`src/sv/hkr_pkg.sv`:
```
// ----------------------------------------------------------------------------
// hkr_pkg: shared types and constants for the key event to HID report block
// Holds the slot count, the usage and slot array types, and the structs that
// pass between the key map, the slot update logic and the top level.
// ----------------------------------------------------------------------------
`default_nettype none

package hkr_pkg;

   localparam int SlotCount = 6;
   localparam int CodeWidth = 10;
   localparam int UsageWidth = 8;
   localparam int ModWidth = 8;

   typedef logic [CodeWidth-1:0] hkr_code_type;
   typedef logic [UsageWidth-1:0] hkr_usage_type;
   typedef logic [ModWidth-1:0] hkr_mod_type;
   typedef hkr_usage_type [SlotCount-1:0] hkr_slots_type;

   localparam hkr_usage_type UsageNone = '0;

   // Result of the key code lookup.
   typedef struct packed {
      hkr_mod_type mod_mask;   // one bit set for a modifier key, else zero
      hkr_usage_type usage;    // HID usage for an ordinary key, else zero
   } hkr_key_type;

   // Result of the slot update.
   typedef struct packed {
      hkr_slots_type keys;     // slot contents after the event
      logic emit;              // the event produces a report
   } hkr_slot_result_type;

endpackage

`default_nettype wire

```
`src/sv/hkr_if.sv`:
```
// ----------------------------------------------------------------------------
// hkr_req_if / hkr_rsp_if: valid/ready channels of the report encoder
// The request channel carries one key event per word, the response channel
// one complete boot keyboard report per word.
// ----------------------------------------------------------------------------
`default_nettype none

interface hkr_req_if import hkr_pkg::*; ();
   logic valid;
   logic ready;
   logic [CodeWidth-1:0] key_code;
   logic pressed;

   modport source (output valid, output key_code, output pressed, input ready);
   modport sink (input valid, input key_code, input pressed, output ready);
endinterface

interface hkr_rsp_if import hkr_pkg::*; ();
   logic valid;
   logic ready;
   logic [ModWidth-1:0] modifier_bits;
   logic [UsageWidth-1:0] slot_zero;
   logic [UsageWidth-1:0] slot_one;
   logic [UsageWidth-1:0] slot_two;
   logic [UsageWidth-1:0] slot_three;
   logic [UsageWidth-1:0] slot_four;
   logic [UsageWidth-1:0] slot_five;

   modport source (output valid, output modifier_bits, output slot_zero,
                   output slot_one, output slot_two, output slot_three,
                   output slot_four, output slot_five, input ready);
   modport sink (input valid, input modifier_bits, input slot_zero,
                 input slot_one, input slot_two, input slot_three,
                 input slot_four, input slot_five, output ready);
endinterface

`default_nettype wire

```
`src/sv/evdev_key_to_hid_keyboard_report.sv`:
```
// ----------------------------------------------------------------------------
// evdev_key_to_hid_keyboard_report: key events to HID boot keyboard reports
// Keeps the modifier byte and six key slots and emits a full report for
// every event that changes or confirms the keyboard state.
// ----------------------------------------------------------------------------
// The block accepts one key event word per cycle on req_chan while the
// report register has room, and gives at most one report word on rsp_chan
// per event: the event waits in the input register while the key lookup,
// slot compares and state update run in a single pass, and the report is
// then loaded from there into the report register. Modifier keys always
// produce a report. Mapped ordinary keys produce a report, except a press of
// a key that is already held. Unmapped codes produce nothing and leave the
// state alone. The sustained rate is one event per cycle as long as the
// report consumer takes words; when the report register is full and not
// being taken, the event register holds its word and req_chan.ready stays
// low for as long as that register is occupied.
// ----------------------------------------------------------------------------
`default_nettype none

module evdev_key_to_hid_keyboard_report import hkr_pkg::*; (
   input  logic      clock,
   input  logic      reset,
   hkr_req_if.sink   req_chan,
   hkr_rsp_if.source rsp_chan
);

   // Input register.
   logic          in_valid_ff, in_valid_in;
   hkr_code_type  in_code_ff, in_code_in;
   logic          in_pressed_ff, in_pressed_in;

   // Keyboard state.
   hkr_mod_type   mods_ff, mods_in;
   hkr_slots_type keys_ff, keys_in;

   // Report register.
   logic          rsp_valid_ff, rsp_valid_in;
   hkr_mod_type   rsp_mods_ff, rsp_mods_in;
   hkr_slots_type rsp_keys_ff, rsp_keys_in;

   hkr_key_type         key;
   hkr_slot_result_type slot_result;
   logic                out_free;
   logic                advance;
   logic                is_mod;
   logic                is_key;
   logic                emit;

   hkr_keymap u_keymap (
      .key_code (in_code_ff),
      .key      (key)
   );

   hkr_slots u_slots (
      .keys    (keys_ff),
      .usage   (key.usage),
      .pressed (in_pressed_ff),
      .result  (slot_result)
   );

   // The report register can take a new word when it is empty or being read.
   assign out_free = !rsp_valid_ff || rsp_chan.ready;
   // The event in the input register is processed whenever the report
   // register has room, whether or not the event produces a report.
   assign advance = in_valid_ff && out_free;
   assign req_chan.ready = !in_valid_ff || out_free;

   assign is_mod = (key.mod_mask != '0);
   assign is_key = !is_mod && (key.usage != UsageNone);
   assign emit = is_mod || (is_key && slot_result.emit);

   always_comb begin
      in_valid_in = in_valid_ff;
      in_code_in = in_code_ff;
      in_pressed_in = in_pressed_ff;
      if (req_chan.ready) begin
         in_valid_in = req_chan.valid;
         in_code_in = req_chan.key_code;
         in_pressed_in = req_chan.pressed;
      end
   end

   always_comb begin
      mods_in = mods_ff;
      keys_in = keys_ff;
      if (advance) begin
         if (is_mod) begin
            mods_in = in_pressed_ff ? (mods_ff | key.mod_mask) : (mods_ff & ~key.mod_mask);
         end
         if (is_key) begin
            keys_in = slot_result.keys;
         end
      end
   end

   always_comb begin
      rsp_valid_in = rsp_valid_ff && !rsp_chan.ready;
      rsp_mods_in = rsp_mods_ff;
      rsp_keys_in = rsp_keys_ff;
      if (advance && emit) begin
         rsp_valid_in = 1'b1;
         rsp_mods_in = mods_in;
         rsp_keys_in = keys_in;
      end
   end

   always_ff @(posedge clock) begin
      if (reset) begin
         in_valid_ff <= 1'b0;
         rsp_valid_ff <= 1'b0;
         mods_ff <= '0;
         keys_ff <= '0;
      end else begin
         in_valid_ff <= in_valid_in;
         rsp_valid_ff <= rsp_valid_in;
         mods_ff <= mods_in;
         keys_ff <= keys_in;
      end
      in_code_ff <= in_code_in;
      in_pressed_ff <= in_pressed_in;
      rsp_mods_ff <= rsp_mods_in;
      rsp_keys_ff <= rsp_keys_in;
   end

   assign rsp_chan.valid = rsp_valid_ff;
   assign rsp_chan.modifier_bits = rsp_mods_ff;
   assign rsp_chan.slot_zero = rsp_keys_ff[0];
   assign rsp_chan.slot_one = rsp_keys_ff[1];
   assign rsp_chan.slot_two = rsp_keys_ff[2];
   assign rsp_chan.slot_three = rsp_keys_ff[3];
   assign rsp_chan.slot_four = rsp_keys_ff[4];
   assign rsp_chan.slot_five = rsp_keys_ff[5];

   // Held keys stay packed toward slot zero: an empty slot has only empty
   // slots after it.
   logic slots_packed;
   always_comb begin
      slots_packed = 1'b1;
      for (int i = 0; i < SlotCount - 1; i++) begin
         if (keys_ff[i] == UsageNone && keys_ff[i + 1] != UsageNone) begin
            slots_packed = 1'b0;
         end
      end
   end

   assert property (@(posedge clock) disable iff (reset) slots_packed)
      else $error("key slots are not packed");

   assert property (@(posedge clock) disable iff (reset)
      !mods_ff[ModWidth-1])
      else $error("reserved modifier bit is set");

   assert property (@(posedge clock) disable iff (reset)
      in_valid_ff && !out_free |=> in_valid_ff && $stable(in_code_ff))
      else $error("stalled event left the input register");

   assert property (@(posedge clock) disable iff (reset)
      rsp_valid_ff && !rsp_chan.ready |=> $stable(mods_ff) && $stable(keys_ff))
      else $error("state changed while the report register was blocked");

endmodule

`default_nettype wire

```
`src/sv/hkr_keymap.sv`:
```
// ----------------------------------------------------------------------------
// hkr_keymap: evdev key code to HID modifier bit and usage
// Fixed lookup of the supported keys; unknown codes give all zero.
// ----------------------------------------------------------------------------
`default_nettype none

module hkr_keymap import hkr_pkg::*; (
   input  hkr_code_type key_code,
   output hkr_key_type  key
);

   always_comb begin
      key.mod_mask = '0;
      key.usage = UsageNone;
      unique case (key_code)
         10'd29:  key.mod_mask = 8'h01;
         10'd42:  key.mod_mask = 8'h02;
         10'd56:  key.mod_mask = 8'h04;
         10'd125: key.mod_mask = 8'h08;
         10'd97:  key.mod_mask = 8'h10;
         10'd54:  key.mod_mask = 8'h20;
         10'd100: key.mod_mask = 8'h40;
         default: key.mod_mask = '0;
      endcase
      unique case (key_code)
         // Digit row.
         10'd2:   key.usage = 8'h1E;
         10'd3:   key.usage = 8'h1F;
         10'd4:   key.usage = 8'h20;
         10'd5:   key.usage = 8'h21;
         10'd6:   key.usage = 8'h22;
         10'd7:   key.usage = 8'h23;
         10'd8:   key.usage = 8'h24;
         10'd9:   key.usage = 8'h25;
         10'd10:  key.usage = 8'h26;
         10'd11:  key.usage = 8'h27;
         // Top letter row.
         10'd16:  key.usage = 8'h14;
         10'd17:  key.usage = 8'h1A;
         10'd18:  key.usage = 8'h08;
         10'd19:  key.usage = 8'h15;
         10'd20:  key.usage = 8'h17;
         10'd21:  key.usage = 8'h1C;
         10'd22:  key.usage = 8'h18;
         10'd23:  key.usage = 8'h0C;
         10'd24:  key.usage = 8'h12;
         10'd25:  key.usage = 8'h13;
         // Home row.
         10'd30:  key.usage = 8'h04;
         10'd31:  key.usage = 8'h16;
         10'd32:  key.usage = 8'h07;
         10'd33:  key.usage = 8'h09;
         10'd34:  key.usage = 8'h0A;
         10'd35:  key.usage = 8'h0B;
         10'd36:  key.usage = 8'h0D;
         10'd37:  key.usage = 8'h0E;
         10'd38:  key.usage = 8'h0F;
         // Bottom row.
         10'd44:  key.usage = 8'h1D;
         10'd45:  key.usage = 8'h1B;
         10'd46:  key.usage = 8'h06;
         10'd47:  key.usage = 8'h19;
         10'd48:  key.usage = 8'h05;
         10'd49:  key.usage = 8'h11;
         10'd50:  key.usage = 8'h10;
         // Punctuation, editing and cursor keys.
         10'd1:   key.usage = 8'h29;
         10'd12:  key.usage = 8'h2D;
         10'd13:  key.usage = 8'h2E;
         10'd14:  key.usage = 8'h2A;
         10'd15:  key.usage = 8'h2B;
         10'd26:  key.usage = 8'h2F;
         10'd27:  key.usage = 8'h30;
         10'd28:  key.usage = 8'h28;
         10'd39:  key.usage = 8'h33;
         10'd40:  key.usage = 8'h34;
         10'd41:  key.usage = 8'h35;
         10'd43:  key.usage = 8'h31;
         10'd51:  key.usage = 8'h36;
         10'd52:  key.usage = 8'h37;
         10'd53:  key.usage = 8'h38;
         10'd57:  key.usage = 8'h2C;
         10'd58:  key.usage = 8'h39;
         10'd103: key.usage = 8'h52;
         10'd105: key.usage = 8'h50;
         10'd106: key.usage = 8'h4F;
         10'd108: key.usage = 8'h51;
         10'd111: key.usage = 8'h4C;
         default: key.usage = UsageNone;
      endcase
   end

endmodule

`default_nettype wire

```
`src/sv/hkr_slots.sv`:
```
// ----------------------------------------------------------------------------
// hkr_slots: next contents of the six key slots for one ordinary key event
// A press fills the first empty slot unless the key is already held; a
// release removes the first matching slot and closes the gap.
// ----------------------------------------------------------------------------
`default_nettype none

module hkr_slots import hkr_pkg::*; (
   input  hkr_slots_type       keys,
   input  hkr_usage_type       usage,
   input  logic                pressed,
   output hkr_slot_result_type result
);

   logic [SlotCount-1:0] match;
   logic [SlotCount-1:0] empty;
   logic [SlotCount-1:0] no_match_upto;
   logic [SlotCount-1:0] first_empty;
   logic                 seen_empty;
   logic                 seen_match;

   always_comb begin
      seen_empty = 1'b0;
      seen_match = 1'b0;
      for (int i = 0; i < SlotCount; i++) begin
         match[i] = (keys[i] == usage);
         empty[i] = (keys[i] == UsageNone);
         first_empty[i] = empty[i] && !seen_empty;
         seen_empty = seen_empty || empty[i];
         seen_match = seen_match || match[i];
         no_match_upto[i] = !seen_match;
      end
   end

   always_comb begin
      result.keys = keys;
      result.emit = 1'b1;
      if (pressed) begin
         // A key already held produces no report.
         result.emit = !(|match);
         for (int i = 0; i < SlotCount; i++) begin
            if (first_empty[i]) begin
               result.keys[i] = usage;
            end
         end
      end else begin
         for (int i = 0; i < SlotCount; i++) begin
            if (!no_match_upto[i]) begin
               result.keys[i] = (i < SlotCount - 1) ? keys[(i + 1) % SlotCount] : UsageNone;
            end
         end
      end
      if (pressed && (|match)) begin
         result.keys = keys;
      end
   end

endmodule

`default_nettype wire
```
`src/flat_wrapper.sv`:
```
// flat-port wrapper written by rule: the top's interface ports become plain ports
module evdev_key_to_hid_keyboard_report_flat import hkr_pkg::*;
  (clock, reset, req_chan_valid, req_chan_key_code, req_chan_pressed, req_chan_ready, rsp_chan_valid, rsp_chan_modifier_bits, rsp_chan_slot_zero, rsp_chan_slot_one, rsp_chan_slot_two, rsp_chan_slot_three, rsp_chan_slot_four, rsp_chan_slot_five, rsp_chan_ready);
  hkr_req_if req_chan_i ();
  hkr_rsp_if rsp_chan_i ();
  input  logic clock;
  input  logic reset;
  input wire logic [$bits(req_chan_i.valid)-1:0] req_chan_valid;
  input wire logic [$bits(req_chan_i.key_code)-1:0] req_chan_key_code;
  input wire logic [$bits(req_chan_i.pressed)-1:0] req_chan_pressed;
  output wire logic [$bits(req_chan_i.ready)-1:0] req_chan_ready;
  output wire logic [$bits(rsp_chan_i.valid)-1:0] rsp_chan_valid;
  output wire logic [$bits(rsp_chan_i.modifier_bits)-1:0] rsp_chan_modifier_bits;
  output wire logic [$bits(rsp_chan_i.slot_zero)-1:0] rsp_chan_slot_zero;
  output wire logic [$bits(rsp_chan_i.slot_one)-1:0] rsp_chan_slot_one;
  output wire logic [$bits(rsp_chan_i.slot_two)-1:0] rsp_chan_slot_two;
  output wire logic [$bits(rsp_chan_i.slot_three)-1:0] rsp_chan_slot_three;
  output wire logic [$bits(rsp_chan_i.slot_four)-1:0] rsp_chan_slot_four;
  output wire logic [$bits(rsp_chan_i.slot_five)-1:0] rsp_chan_slot_five;
  input wire logic [$bits(rsp_chan_i.ready)-1:0] rsp_chan_ready;
  assign req_chan_i.valid = req_chan_valid;
  assign req_chan_i.key_code = req_chan_key_code;
  assign req_chan_i.pressed = req_chan_pressed;
  assign req_chan_ready = req_chan_i.ready;
  assign rsp_chan_valid = rsp_chan_i.valid;
  assign rsp_chan_modifier_bits = rsp_chan_i.modifier_bits;
  assign rsp_chan_slot_zero = rsp_chan_i.slot_zero;
  assign rsp_chan_slot_one = rsp_chan_i.slot_one;
  assign rsp_chan_slot_two = rsp_chan_i.slot_two;
  assign rsp_chan_slot_three = rsp_chan_i.slot_three;
  assign rsp_chan_slot_four = rsp_chan_i.slot_four;
  assign rsp_chan_slot_five = rsp_chan_i.slot_five;
  assign rsp_chan_i.ready = rsp_chan_ready;
  evdev_key_to_hid_keyboard_report u_core (.clock(clock), .reset(reset), .req_chan(req_chan_i), .rsp_chan(rsp_chan_i));
endmodule
```
`config.mk`:
```
export PLATFORM = sky130hd
export DESIGN_NAME = evdev_key_to_hid_keyboard_report_flat
export DESIGN_NICKNAME = d
export VERILOG_FILES = /design/src/sv/hkr_pkg.sv /design/src/sv/hkr_if.sv /design/src/sv/evdev_key_to_hid_keyboard_report.sv /design/src/sv/hkr_keymap.sv /design/src/sv/hkr_slots.sv /design/src/flat_wrapper.sv
export SDC_FILE = /design/constraint.sdc
export NUM_CORES = 1
export LEC_CHECK = 0
export ABC_AREA = 1
export BUFFER_PORTS_ARGS = -buffer_cell sky130_fd_sc_hd__buf_2
export CAP_MARGIN = 20
export CORE_MARGIN = 5
export CORE_UTILIZATION = 30
export CTS_BUF_LIST = sky130_fd_sc_hd__clkbuf_8
export CTS_CLUSTER_SIZE = 14
export DETAILED_ROUTE_END_ITERATION = 16
export GPL_TIMING_DRIVEN = 1
export PLACE_DENSITY_LB_ADDON = 0.3
export SLEW_MARGIN = 20
export SYNTH_ARGS = -nofsm -noshare
export SYNTH_HDL_FRONTEND = slang
export SYNTH_HIERARCHICAL = 1
export SYNTH_SLANG_ARGS = --single-unit
```
`constraint.sdc`:
```
create_clock -name clock -period 4.01 [get_ports clock]
set_input_delay 0.6015 -clock clock [delete_from_list [all_inputs] [get_ports clock]]
set_output_delay 0.6015 -clock clock [all_outputs]
set_load 0.01 [all_outputs]
```
=== Yosys cells after proc, flatten, opt, wreduce, memory -nomap -nowiden ===
Memories as Yosys holds them, arrays and structs flattened. A register that Yosys moved wholly into a read port is not among the register bits.
Index checks and enable logic that the tools add are counted.

* Bits of input ports: 15
* Register bits after elaboration: 125
* Memories: 1
* Word-level logic and storage cells: 102
* Memory bits (read-only): 896

* Bitwise operators: 3
* Multiplexer cells: 24
* Equal/unequal tests: 13
* Reductions and logical operators: 43

{| class="wikitable"
|+ Memories
! name !! depth !! bits a word !! rd ports !! clocked after Yosys merged registers in !! write ports !! line !! text
|-
| (name not given) || 128 || 7 || 1 || 1 || 0 || hkr_keymap.sv:25 || <nowiki>unique case (key_code)</nowiki>
|}

{| class="wikitable"
|+ Operators by type and width
! operator !! number
|-
| 2-to-1 mux 48 bit || 4
|-
| 2-to-1 mux 8 bit || 16
|-
| case mux 7 bit (7 select lines) || 1
|-
| equality test 8 bit || 6
|-
| logical NOT 8 bit || 6
|-
| equality test 10 x 6 -> 1 bit, second input constant || 3
|-
| equality test 10 x 7 -> 1 bit, second input constant || 3
|-
| nonzero test 8 bit || 2
|-
| logical OR 1 bit || 12
|-
| logical AND 1 bit || 11
|-
| equality test 10 x 5 -> 1 bit, second input constant || 1
|-
| logical NOT 1 bit || 10
|-
| AND 8 bit || 1
|-
| NOT 7 -> 8 bit || 1
|-
| bitwise OR 8 x 7 -> 8 bit || 1
|-
| 2-to-1 mux 7 bit || 1
|-
| OR reduction 6 bit || 1
|-
| logical NOT 3 bit || 1
|-
| 2-to-1 mux 1 bit || 2
|}

=== Longest topological paths before layout ===
* Depth in word-level cells: 13
* Mapped depth: 30

=== Modules after synthesis ===
The synthesis kept the hierarchy.

{| class="wikitable"
|+ Modules (own cells, without submodules)
! module !! times used !! cells each !! area each (µm²)
|-
| evdev_key_to_hid_keyboard_report || 1 || 556 || 5002.3
|-
| hkr_slots || 1 || 629 || 2815.2
|-
| hkr_keymap || 1 || 183 || 882.1
|}

=== Worst setup path before layout ===
No wires, ideal clock.

* Path kind: register to register
* From: register u_core.in_code_ff[1]
* To: register u_core.rsp_mods_ff[0] (netlist: u_core/rsp_chan.modifier_bits[0]), enable pin
* Setup slack: -420 ps
* Cell stages (with the launch flop): 20
* Data required time: 3600 ps
* Clock period less this slack: 4430 ps
* Arrival: 4020 ps
* Path through: edfxtp_1 -> inv_1 -> ha_1 -> nand3_1 -> nand2_1 -> a31oi_1 -> nor3_1 -> buf_6 -> xor2_1 -> nor2_1 -> nand2_1 -> nor2_1 -> nor2_4 -> nand3_4 -> nand2_4 -> buf_2 -> o21ai_0 -> nand2_1 -> nand2_1 -> inv_1

* Longest elaborated chain between the ends: 8
* Elaborated cells on any way between the ends: 14
* Those cells by class: 7 x eq/ne; 1 x mux; 6 x reduce/logical

{| class="wikitable"
|+ RTL lines
! element !! line !! text
|-
| from (decl) || evdev_key_to_hid_keyboard_report.sv:29 || <nowiki>hkr_code_type in_code_ff, in_code_in;</nowiki>
|-
| from (signal assigned) || evdev_key_to_hid_keyboard_report.sv:119 || <nowiki>in_code_ff <= in_code_in;</nowiki>
|-
| equality test 10 x 7 -> 1 bit, or another cell as far along || hkr_keymap.sv:15 || <nowiki>unique case (key_code)</nowiki>
|-
| case mux 7 bit (7 select lines) (*) || hkr_keymap.sv:15 ||
|-
| nonzero test 8 bit (*) || evdev_key_to_hid_keyboard_report.sv:68 || <nowiki>assign is_mod = (key.mod_mask != '0);</nowiki>
|-
| logical NOT 1 bit || evdev_key_to_hid_keyboard_report.sv:69 || <nowiki>assign is_key = !is_mod && (key.usage != UsageNone);</nowiki>
|-
| logical AND 1 bit || evdev_key_to_hid_keyboard_report.sv:69 ||
|-
| logical AND 1 bit || evdev_key_to_hid_keyboard_report.sv:70 || <nowiki>assign emit = is_mod || (is_key && slot_result.emit);</nowiki>
|-
| logical OR 1 bit (*) || evdev_key_to_hid_keyboard_report.sv:70 ||
|-
| logical AND 1 bit (*) || evdev_key_to_hid_keyboard_report.sv:100 || <nowiki>if (advance && emit) begin</nowiki>
|-
| to (signal assigned) || evdev_key_to_hid_keyboard_report.sv:121 || <nowiki>rsp_mods_ff <= rsp_mods_in;</nowiki>
|-
| to (decl) || evdev_key_to_hid_keyboard_report.sv:38 || <nowiki>hkr_mod_type rsp_mods_ff, rsp_mods_in;</nowiki>
|}

Every way passes the cells marked *; elsewhere a longest branch is shown, timed or not.
A chain may end at the register's enable or synchronous reset.

==> metrics.csv <==
stage;metric;value;unit
timing;Slew @ Worst Pin;0.6464;ns
global_routing;first-pass GRT wire length;45930;um
global_routing;gr ovfl total;0;
power_and_ir_drop;Static Leak;5.013;nW
logic_synthesis;Seq/Total Area, Yosys;36.47;%
setup_path;Worst setup EP type;register;
run_status;outcome;finished clean;
timing;Max-slew headroom;56.91;%
setup_path;CP Class;register to register;
timing;final worst clock skew;0.02668;ns
power_and_ir_drop;Pwr Density;372.3;nW/um^2
clock_network;CTS Buf Count;17;
logic_synthesis;Primary FF master, synth;edfxtp_1;
finish;nets;1470;
clock_network;setup bufs post-CTS;0;
setup_path;CP Launch Type;register;
floorplanning;core box area;28700;um^2
logic_synthesis;Synth Area in Compound Gates;8.140;%
detailed_routing;Final ANT Viol Nets;0;
logic_synthesis;mux contribution to synthesized area;0;%
logic_synthesis;cell count after synthesis;1368;
detailed_routing;Vias/cell;4.725;
finish;Fill cells;3181;
clock_network;hold buffers post-CTS;0;
logic_synthesis;Ys Warns;6;
setup_path;Arrival @ worst endpoint;3.93;ns
timing;Hold Fails Final Rpt;0;
placement;I/O Buffers;72;
detailed_routing;WL per Instance;15.00;um
placement;post-DP HPWL;19840;um
run;max cap viols;0;
logic_synthesis;Synth Area in Adders;1.151;%
clock_network;Clock Tree Root;clkbuf_8;
power_and_ir_drop;Pwr Total;0.003795;W
logic_synthesis;Async SR Flop Fraction;0;%
placement;pre-CTS setup slack;0.1598;ns
floorplanning;Die ar.;32500;um^2
finish;n_diodes;0;
clock_network;Resize count post-CTS;0;
min_path;hold crit path type;primary input to register;
clock_network;CTS sink cnt;125;
logic_synthesis;Distinct cells, synth;42;
logic_synthesis;simple-gate share of the synthesized area;37.62;%
detailed_routing;initial DRC count;884;
setup_path;Crit. Startpoint;u_core/in_code_ff[0];
logic_synthesis;number of synthesized flops with an enable pin;67;
setup_path;r2r startpoint;u_core/in_code_ff[0];
clock_network;Clk Latency, worst-skew pair;0.47;ns
timing;final worst setup slack;0.2991;ns
detailed_routing;# DRC;0;
finish;share of layout cells above drive strength 1;13.09;%
timing;Final Max Tran Viols;0;
logic_synthesis;Post-Syn Area;8700;um^2
finish;most frequent cells in the layout;nand2_1 (472), inv_1 (238), nor2_1 (139);
timing;period utilization;92.54;%
finish;Synth-to-Final Area Change;17.16;%
timing;fmax;0.2695;GHz
timing;setup TNS;0;ns
timing;final setup fails;0;
global_routing;Total GRT Usage;17.18;%
timing;RSZ-0062 raised after global routing;true;
floorplanning;Rows;62;
logic_synthesis;largest family of logic cells by synthesized area;simple AND/OR/NAND/NOR gates;
detailed_routing;vias post-DR;8709;
power_and_ir_drop;Worst VDD drop;216.7;uV
clock_network;CTS H-tree depth;4;
finish;Multi-input gate area;4262;um^2
clock_network;Clock Pin Slew Worst Setup and Hold Paths;0.10;ns
floorplanning;initial core utilization;30.31;%
setup_path;WP data required;4.23;ns
floorplanning;Die X;180.3;um
logic_synthesis;syn avg cell area;6.359;um^2
min_path;worst hold start;req_chan_key_code[0];
logic_synthesis;Synth Register Bits;125;
placement;Final GP Congestion;0.9291;
detailed_routing;final wirelength;27650;um
floorplanning;die height;180.3;um
clock_network;Clock Tree Buf Depth;2;
global_routing;pin count of the biggest net entering global routing;59;
setup_path;R2R setup slack;0.30;ns
finish;commonest non-fill, non-tap cell in the layout;nand2_1;
global_routing;number of global-route vias before repair;8388;
floorplanning;num ports;73;
global_routing;initial antenna violation count;0;
detailed_routing;DR pass1 iterations;7;
timing;min Tclk post-route;3.711;ns
logic_synthesis;Synth Area in XOR/XNOR;1.510;%
finish;Reg area;3173;um^2
setup_path;CP max FO;28;
clock_network;TritonCTS clock tree;yes;
## worst paths after layout
kind,endpoint,cells past startpoint
min reg2reg,u_core/mods_ff[3],2
min,u_core/in_code_ff[0],1
max reg2reg,u_core/rsp_chan.slot_four[7],24
max,u_core/rsp_chan.slot_four[7],24
## power by group
group / total, W / internal, W / switching, W
combinational: 0.000912 / 0.000298 / 0.000614
clock: 0.00141 / 0.000820 / 0.000586
sequential: 0.00148 / 0.00142 / 0.0000558
## sequential cells by signal, summed over array words and instances, names as in the netlist
name                           flops
u_core/rsp_chan.slot_one           8
u_core/in_code_ff                 10
u_core/mods_ff                     8
u_core/keys_ff                    48
u_core/rsp_chan.valid              1
u_core/in_pressed_ff               1
u_core/rsp_chan.slot_four          8
u_core/rsp_chan.slot_two           8
u_core/rsp_chan.slot_zero          8
u_core/rsp_chan.slot_five          8
u_core/in_valid_ff                 1
u_core/rsp_chan.slot_three         8
u_core/rsp_chan.modifier_bits      8
## stage by stage
| stage | instance area, um^2 | util (%) | hold WS, ns | std cells |
|---|---|---|---|---|
| after CTS | 10140 | 35.34 | 0.2551 | 1843 |
| after global routing | 10190 | 35.51 | 0.2646 | 1843 |
| after floorplan | 8716 | - | 0.4437 | 1369 |
| final | 10190 | 35.51 | 0.2946 | 1843 |
| after global placement | 9658 | 33.65 | 0.4542 | 1812 |
| after detailed placement | 9658 | 33.65 | 0.4607 | 1812 |
## worst max-delay path, cell delays in order (launching register included)
cell and delay (ns):
edfxtp_1 0.36, buf_4 0.16, ha_1 0.17, nand2_1 0.19, nand2_1 0.12, o21ai_0 0.16
a21oi_1 0.18, nand2_1 0.07, o21ai_1 0.25, buf_6 0.23, xor2_1 0.16, nor2_1 0.05
nand2_1 0.07, nor2_1 0.06, nor2_2 0.17, nand3_4 0.11, nand2_4 0.10, buf_8 0.21
nand3_2 0.17, nand2_1 0.10, nand2_1 0.05, inv_1 0.05, nand4_1 0.09, nand2_1 0.13
inv_1 0.06
## cell type report
class	instances	area share, %
multi-input cells	929	41.81
flip-flops and latches	125	31.13
inverters	250	9.268
repair buffers	124	8.311
well taps	384	4.714
clock buffers	18	2.431
clock inverters	13	2.332
## cell families (layout without fill, tap and decap cells)
group	Yosys count	after routing
AND/OR/NAND/NOR	776	776
buffers and inverters	315	405
AO/OA/AOI/OAI	128	128
flip-flops	125	125
XOR/XNOR	15	15
adder cells (fa/ha/maj)	8	8
other	1	2
## cell usage after synthesis, types with 3 or more instances
cell type    n  share of area (%)
a211oi_1     9               0.78
a21oi_1     40                2.3
buf_2       14               0.81
buf_4       15                1.3
buf_6        6               0.78
clkbuf_1    23               0.99
clkbuf_2     5               0.29
dfxtp_1     58                 13
edfxtp_1    67                 23
ha_1         8                1.2
inv_1      241                 10
inv_2        6               0.26
nand2_1    473                 20
nand2_2      3               0.22
nand3_1     62                3.6
nand3_2      3               0.35
nand4_1     59                4.2
nor2_1     140                6.0
nor2_2       4               0.29
nor2_4       4               0.52
nor3_1      20                1.2
o21ai_0     49                2.8
o21ai_1      8               0.46
o22ai_1     11               0.79
o32ai_1      4               0.40
xnor2_1      7               0.70
xor2_1       8               0.81
## layer usage
metal / GRT usage [%] / up-vias / wire length, um
li1: - / 4419 / -
met2: 25.81 / 288 / 11720
met4: 6.594 / 0 / 918
met1: 24.82 / 3944 / 13230
met5: 0 / - / 0
met3: 2.644 / 58 / 1780
(Power assumes the default switching activity.)
